### src/otq_pkg.sv
`timescale 1ns / 1ps
package otq_pkg;

	// Fixed field widths and upper bounds of the parameter ranges
	localparam int ID_W        = 32;
	localparam int OWNER_W     = 8;
	localparam int STAMP_W     = 32;
	localparam int COUNT_OUT_W = 7;
	localparam int TIME_W_MAX  = 64;
	localparam int IDX_W_MAX   = 6;
	localparam int CNT_W_MAX   = 7;

	localparam int TIMER_SLOTS_DEF = 16;
	localparam int TIME_BITS_DEF   = 48;
	localparam int MAX_RESULTS     = 16;
	localparam int NRES_W          = $clog2(MAX_RESULTS + 1);

	typedef enum logic [1:0] {
		OP_SET          = 2'd0,
		OP_CANCEL_ID    = 2'd1,
		OP_CANCEL_OWNER = 2'd2,
		OP_TICK         = 2'd3
	} op_t;

	typedef enum logic [1:0] {
		KIND_SET     = 2'd0,
		KIND_CANCEL  = 2'd1,
		KIND_OWNER   = 2'd2,
		KIND_EXPIRED = 2'd3
	} kind_t;

	typedef enum logic [1:0] {
		ST_IDLE,
		ST_SCAN,
		ST_FLUSH
	} state_t;

	typedef struct packed {
		op_t                opcode;
		logic [OWNER_W-1:0] owner;
		logic [31:0]        delay_ticks;
		logic [ID_W-1:0]    cancel_id;
	} cmd_t;

	typedef struct packed {
		kind_t                  kind;
		logic [ID_W-1:0]        timer_id;
		logic [OWNER_W-1:0]     timer_owner;
		logic                   ok;
		logic [COUNT_OUT_W-1:0] removed_count;
		logic                   last;
	} result_t;

	// Search record handed from cell to cell during one sweep
	typedef struct packed {
		logic                  act;
		logic                  hit;
		logic [IDX_W_MAX-1:0]  idx;
		logic [TIME_W_MAX-1:0] expiry;
		logic [STAMP_W-1:0]    age;
		logic [ID_W-1:0]       id;
		logic [OWNER_W-1:0]    owner;
		logic                  free_ok;
		logic [IDX_W_MAX-1:0]  free_idx;
		logic                  used;
		logic [CNT_W_MAX-1:0]  cnt;
	} pass_t;

	// Broadcast from the controller to every cell
	typedef struct packed {
		op_t                   op;
		logic [ID_W-1:0]       key_id;
		logic [OWNER_W-1:0]    key_owner;
		logic [TIME_W_MAX-1:0] now;
		logic [STAMP_W-1:0]    stamp;
		logic                  wr_en;
		logic                  clr_en;
		logic [IDX_W_MAX-1:0]  idx;
		logic [TIME_W_MAX-1:0] wr_expiry;
	} bus_t;

	// Next id after x, skipping zero
	function automatic logic [ID_W-1:0] next_id(input logic [ID_W-1:0] x);
		logic [ID_W-1:0] y;
		y = x + ID_W'(1);
		if (y == '0) begin
			y = ID_W'(1);
		end
		return y;
	endfunction

endpackage

### src/otq_cell.sv
`timescale 1ns / 1ps
module otq_cell import otq_pkg::*; #(
	parameter int TIME_BITS = TIME_BITS_DEF,
	parameter int INDEX     = 0
) (
	input  logic  clk,
	input  logic  arst_n,
	input  bus_t  bus,
	input  pass_t pass_in,
	output pass_t pass_out
);

	logic                   valid_q;
	logic [ID_W-1:0]        id_q;
	logic [OWNER_W-1:0]     owner_q;
	logic [TIME_BITS-1:0]   expiry_q;
	logic [STAMP_W-1:0]     stamp_q;
	pass_t                  pass_q;

	pass_t                  p;
	logic                   clear_self;
	logic [TIME_W_MAX-1:0]  exp_w;
	logic [STAMP_W-1:0]     age_w;
	logic                   mine;

	assign exp_w = TIME_W_MAX'(expiry_q);
	assign age_w = bus.stamp - stamp_q;
	assign mine  = (bus.idx == IDX_W_MAX'(INDEX));

	// Merge this slot into the passing record
	always_comb begin
		p = pass_in;
		clear_self = 1'b0;
		if (pass_in.act) begin
			case (bus.op)
				OP_SET: begin
					if (!valid_q && !pass_in.free_ok) begin
						p.free_ok  = 1'b1;
						p.free_idx = IDX_W_MAX'(INDEX);
					end
					if (valid_q && id_q == bus.key_id) begin
						p.used = 1'b1;
					end
				end
				OP_CANCEL_ID: begin
					if (valid_q && id_q == bus.key_id && bus.key_id != '0 && !pass_in.hit) begin
						p.hit      = 1'b1;
						clear_self = 1'b1;
					end
				end
				OP_CANCEL_OWNER: begin
					if (valid_q && owner_q == bus.key_owner) begin
						p.cnt      = pass_in.cnt + CNT_W_MAX'(1);
						clear_self = 1'b1;
					end
				end
				OP_TICK: begin
					if (valid_q && exp_w <= bus.now && (!pass_in.hit || exp_w < pass_in.expiry ||
						(exp_w == pass_in.expiry && age_w > pass_in.age))) begin
						p.hit    = 1'b1;
						p.idx    = IDX_W_MAX'(INDEX);
						p.expiry = exp_w;
						p.age    = age_w;
						p.id     = id_q;
						p.owner  = owner_q;
					end
				end
				default: begin
					p = pass_in;
				end
			endcase
		end
	end

	// Hand the record to the next cell
	always_ff @(posedge clk or negedge arst_n) begin
		if (!arst_n) begin
			pass_q <= '0;
		end else begin
			pass_q <= p;
		end
	end

	assign pass_out = pass_q;

	// Hold the slot; load on write, drop on clear
	always_ff @(posedge clk or negedge arst_n) begin
		if (!arst_n) begin
			valid_q <= 1'b0;
		end else if (bus.wr_en && mine) begin
			valid_q <= 1'b1;
		end else if (clear_self || (bus.clr_en && mine)) begin
			valid_q <= 1'b0;
		end
	end

	always_ff @(posedge clk) begin
		if (bus.wr_en && mine) begin
			id_q     <= bus.key_id;
			owner_q  <= bus.key_owner;
			expiry_q <= bus.wr_expiry[TIME_BITS-1:0];
			stamp_q  <= bus.stamp;
		end
	end

endmodule

### config.mk
export PLATFORM = sky130hd
export DESIGN_NAME = otq_cell
export DESIGN_NICKNAME = d
export VERILOG_FILES = /design/src/otq_pkg.sv /design/src/otq_cell.sv
export SDC_FILE = /design/constraint.sdc
export NUM_CORES = 1
export LEC_CHECK = 0
export ABC_AREA = 1
export BUFFER_PORTS_ARGS = -buffer_cell sky130_fd_sc_hd__clkbuf_2
export CAP_MARGIN = 10
export CELL_PAD_IN_SITES_DETAIL_PLACEMENT = 1
export CELL_PAD_IN_SITES_GLOBAL_PLACEMENT = 1
export CORE_AREA = 2 2 204 206
export CTS_CLUSTER_SIZE = 40
export DETAILED_ROUTE_END_ITERATION = 6
export DIE_AREA = 0 0 206 208
export GPL_ROUTABILITY_DRIVEN = 0
export GPL_TIMING_DRIVEN = 1
export PLACE_DENSITY_LB_ADDON = 0.1
export SETUP_SLACK_MARGIN = 0.05
export SLEW_MARGIN = 20
export SYNTH_ARGS = -nofsm -noshare
export SYNTH_HDL_FRONTEND = slang
export SYNTH_SLANG_ARGS = --single-unit
### constraint.sdc
create_clock -name clk -period 7.3 [get_ports clk]
set_clock_uncertainty 0.15 [all_clocks]
set_input_delay 0.365 -clock clk [delete_from_list [all_inputs] [get_ports clk]]
set_output_delay 0.365 -clock clk [all_outputs]
set_load 0.02 [all_outputs]
After elaboration in Yosys (flattened, before gate mapping)
Index checks and enable logic that the tools add are counted.
{"block": "word_totals", "reg_bits": 280, "word_cells": 63, "out_inout_bits": 159, "input_bits": 371}
{"block": "op_classes", "eq_ne": 6, "mux": 16, "add_sub_neg": 2, "reduce_logical": 20, "magnitude_cmp": 3}
{"cell": "159-bit 2-to-1 mux", "n": 1}
{"cell": "143-bit 2-to-1 mux", "n": 1}
{"cell": "142-bit 2-to-1 mux", "n": 1}
{"cell": "48-bit by 64-bit == test with 1-bit output", "n": 1}
{"cell": "48-bit by 64-bit less-or-equal comparator with 1-bit output", "n": 1}
{"cell": "48-bit by 64-bit less-than comparator with 1-bit output", "n": 1}
{"cell": "32-bit == test", "n": 1}
{"cell": "32-bit > comparator", "n": 1}
{"cell": "32-bit nonzero test", "n": 1}
{"cell": "32-bit subtractor", "n": 1}
{"cell": "7-bit 2-to-1 mux", "n": 3}
{"cell": "1-bit logical AND", "n": 10}
{"cell": "8-bit == test", "n": 1}
{"cell": "8-bit 2-to-1 mux", "n": 1}
{"cell": "7-bit by 1-bit adder with 7-bit output, second input constant", "n": 1}
{"cell": "1-bit 2-to-1 mux", "n": 7}
{"cell": "6-bit zero test", "n": 1}
{"cell": "2-bit == test, second input constant", "n": 2}
{"cell": "1-bit one-hot mux with 2 select lines", "n": 2}
{"cell": "1-bit zero test", "n": 3}
{"cell": "1-bit logical OR", "n": 3}
{"cell": "2-bit by 1-bit == test with 1-bit output, second input constant", "n": 1}
{"cell": "2-bit zero test", "n": 1}
{"cell": "2-bit nonzero test", "n": 1}

Depth between registers and ports, before layout
{"block": "logic_depth", "ltp_word": 10, "depth_mapped": 29, "ltp_nobuf": 27}

Worst setup path before layout
Ideal clock, no wire load.
{"block": "synth_path", "path_type": "input port to flip-flop", "start": "in bus[67] (netlist name)", "end": "reg expiry_q[0], enable pin", "stages": 4, "path_buffers": 0, "setup_slack_ps": 3411, "arrival_ps": 3265, "cell_sequence": "nor4_1 > nor3b_1 > nand2_1 > inv_1"}
{"block": "synth_between", "elab_chain_cells": 2}
{"element": "from (decl)", "line": "otq_cell.sv:8", "text": "input bus_t bus,"}
{"element": "6-bit zero test", "line": "otq_cell.sv:28", "text": "assign mine = (bus.idx == IDX_W_MAX'(INDEX));"}
{"element": "1-bit logical AND", "line": "otq_cell.sv:98", "text": "if (bus.wr_en && mine) begin"}
{"element": "to (signal assigned)", "line": "otq_cell.sv:101", "text": "expiry_q <= bus.wr_expiry[TIME_BITS-1:0];"}
{"element": "to (decl)", "line": "otq_cell.sv:16", "text": "logic [TIME_BITS-1:0] expiry_q;"}
No other way between the ends.
A chain may end at the register's enable or synchronous reset.

==> metrics.csv <==
metric,value,unit
area_growth,42.7,%
status,completed,
wire_per_inst,22.3,um
die_w,206,um
crit_path_end_kind,register,
worstPathMaxFanout,61,
die_y,208,um
finalSetupTns,0,ps
yosysWarnings,0,
power_frac_clock,39.6,%
p_int,3.07,mW
cp.arrival,5740,ps
fin_cells,3291,
ios,530,
netlist_top_cells_area,"dfrtp_1 (24%), edfxtp_1 (22%), ha_1 (13%), nand2_1 (12%), inv_1 (7.0%)",
synth_ff_type,dfrtp_1,
die-area,42800,sq um
avgViaCountPerCell,5.34,
dp_hpwl,46300,um
overflow,0,
vias,17600,
rows,74,
startpoint_type,input port,
yosys.area.top_type_share,24.4,%
htreeDepth,2,
finalWirelength,73300,um
setup_viol,0,
worstSkewPairLatency,560,ps
hold_path.class,input port to register,
cts_made_buffers,35,
setup_slack,1810,ps
final_cell_mix,"clkbuf_2 (512), nand2_1 (508), inv_1 (306)",
synth_seq_cells,280,
crit_slowest_cell,nand3_4,
crit_family,simple AND/OR/NAND/NOR gates,
grt_usage,33.9,%
cts_tree,yes,
antenna_found_initial,20,
ys_seq_area_share,46.3,%
leakagePower,12.2,nW
worstMarginPinSlew,1010,ps
grt_pass1_wl,111000,um
clk_pin_slew_worst_paths,60,ps
slowest_delay,620,ps
fill_cells,4891,
drive_above_1_share,21.3,%
whs,65.4,ps
finalHoldViolCount,0,
grt_pass1_vias,19500,
synth_edf_count,120,
portBuffers,513,
power_density,188,nW/um^2
grt_max_degree,70,
power_frac_seq,39.7,%
required,7560,ps
postSynthAreaPerCell,8.52,sq um
cap_viol_max_count,0,
crit_type,input port to register,
pre_cts_ws,1950,ps
drt_iter0_drc,931,
synth_area,16400,sq um
ant_nets,0,
syn_nets,2463,
swShare,30.1,%
combPwrFrac,20.7,%
crit_top_cell,nand2_1,
cts-root-buf,clkbuf_16,
cts.sinks,280,
final_common_cell,clkbuf_2,
core,40600,sq um
p_switching,1.32,mW
cts-resized-gates,0,
post-place-cells,2927,
slew_viol_final,0,
cts_buffer_depth,3,
finalCritPeriodShare,75.2,%
ir_worst_vdd,0.177,mV
path_buf_inv,5,
syn_inst,1927,
synth_top_cell_by_area,dfrtp_1,
fin_crit,5490,ps
firstDrtPassIters,5,
rsz0062_at_grt,no,
drc,0,
synth.distinct_cells,42,
design.final.nets,3250,
synthArstFlopShare,57.1,%
max_freq,182,MHz
start_util,40.5,%
max_slew_margin,32.6,%
-- cell families after synthesis --
kind of cell	count (synthesis)	synth area share (%)
compound gates	181	6.05
xor+xnor	37	1.97
fa+ha+maj	165	12.6
buf+inv	364	8.92
flops	280	46.3
mux	1	0.0686
simple gates	899	24.0
-- worst register-to-register path, stage by stage (launching register included) --
cell and delay (ps):
edfxtp_1 390, ha_1 210, inv_1 120, fa_1 230, nand3_1 80, nand2_1 170
a21oi_1 150, o21ai_0 420, nand3_1 200, nand4_1 120, nand2_1 140, ha_1 310
nand2_1 70, nor2_1 160, and2_1 220, nand2_1 70, nor2_1 120, nand2_1 110
nand3_1 100, nor2_1 40, nand2_1 90, nand3_4 620, buf_12 510, nand4_1 220
nand2_1 130
-- path summary, 6_finish.rpt --
kind / to / cells after the start / from / slack [ps]
max: pass_out[78]$_DFF_PN0_ / 30 / bus[72] / 1810
min: pass_out[157]$_DFF_PN0_ / 3 / pass_in[157] / 70
min reg2reg: pass_out[42]$_DFF_PN0_ / 2 / id_q[19]$_DFFE_PP_ / 390
max reg2reg: pass_out[78]$_DFF_PN0_ / 24 / stamp_q[0]$_DFFE_PP_ / 2000
max in group asynchronous: pass_out[148]$_DFF_PN0_ / 4 / arst_n / 4830
min in group asynchronous: pass_out[115]$_DFF_PN0_ / 2 / arst_n / 250
-- repair_timing --
action                                 CTS  global route
hold buffers                           282             0
buffers inserted                         0             0
endpoints found under the hold margin  343             0
-- cells in the mapped netlist, types with 2 or more instances --
cell type	count
or2_1	2
nor4_1	21
and2_1	5
and3_1	2
nor3_1	16
or2_2	3
o21ai_0	43
buf_2	15
o22ai_1	8
xor2_1	25
a21oi_1	98
inv_1	308
buf_6	9
a21boi_0	2
nand3b_1	4
edfxtp_1	120
a21o_1	7
a31oi_1	4
nand3_1	44
nor4_2	2
inv_2	2
o21bai_1	6
ha_1	164
clkbuf_1	27
nor2_1	145
nand4_1	144
buf_4	3
nand2_1	508
o21a_1	5
xnor2_1	12
a22o_1	2
a211oi_1	2
dfrtp_1	160
-- area by class of cell --
cell class	count	area, sq um	area share (%)
clock inverter	9	95.1	0.406
antenna	21	52.6	0.224
sequential	280	7610	32.5
tap	532	666	2.84
clock buffer	52	990	4.22
multi-input combinational	1283	7370	31.5
timing repair buffer	804	5480	23.4
inverter	310	1170	4.99
-- sequential cells by signal, indices dropped and copies added, names as in the netlist --
| name | cells |
|---|---|
| pass_out | 159 |
| expiry_q | 48 |
| id_q | 32 |
| stamp_q | 32 |
| owner_q | 8 |
| valid_q | 1 |
-- power groups by stage --
| stage | combinational [mW] | sequential, mW | clock, mW |
|---|---|---|---|
| after floorplan | 0.338 | 1.84 | 0 |
| after global placement | 0.709 | 1.77 | 0 |
| after detailed placement | 0.733 | 1.77 | 0 |
| after CTS | 0.869 | 1.74 | 1.74 |
| after global routing | 0.990 | 1.75 | 1.82 |
| final | 0.912 | 1.75 | 1.74 |
-- per-layer routing --
metal	GRT usage, %	share of wire [%]	vias to the layer above	routed length [um]
met5	0	0.012	-	9
met4	21.9	7.2	2	5270
met3	6.44	6.2	284	4570
met2	59.9	51	811	37100
met1	36.6	36	8515	26400
li1	-	-	7969	-
-- per-stage QoR --
| stage | power [mW] | utilization [%] | area [sq um] |
|---|---|---|---|
| CTS | 4.34 | 57.6 | 23400 |
| finish | 4.40 | 57.8 | 23400 |
| global placement | 2.48 | 48.0 | 19500 |
| detailed placement | 2.50 | 48.0 | 19500 |
| global route | 4.55 | 57.8 | 23400 |
| floorplan | 2.18 | - | 16400 |
Power figures use the tool's default switching activity.
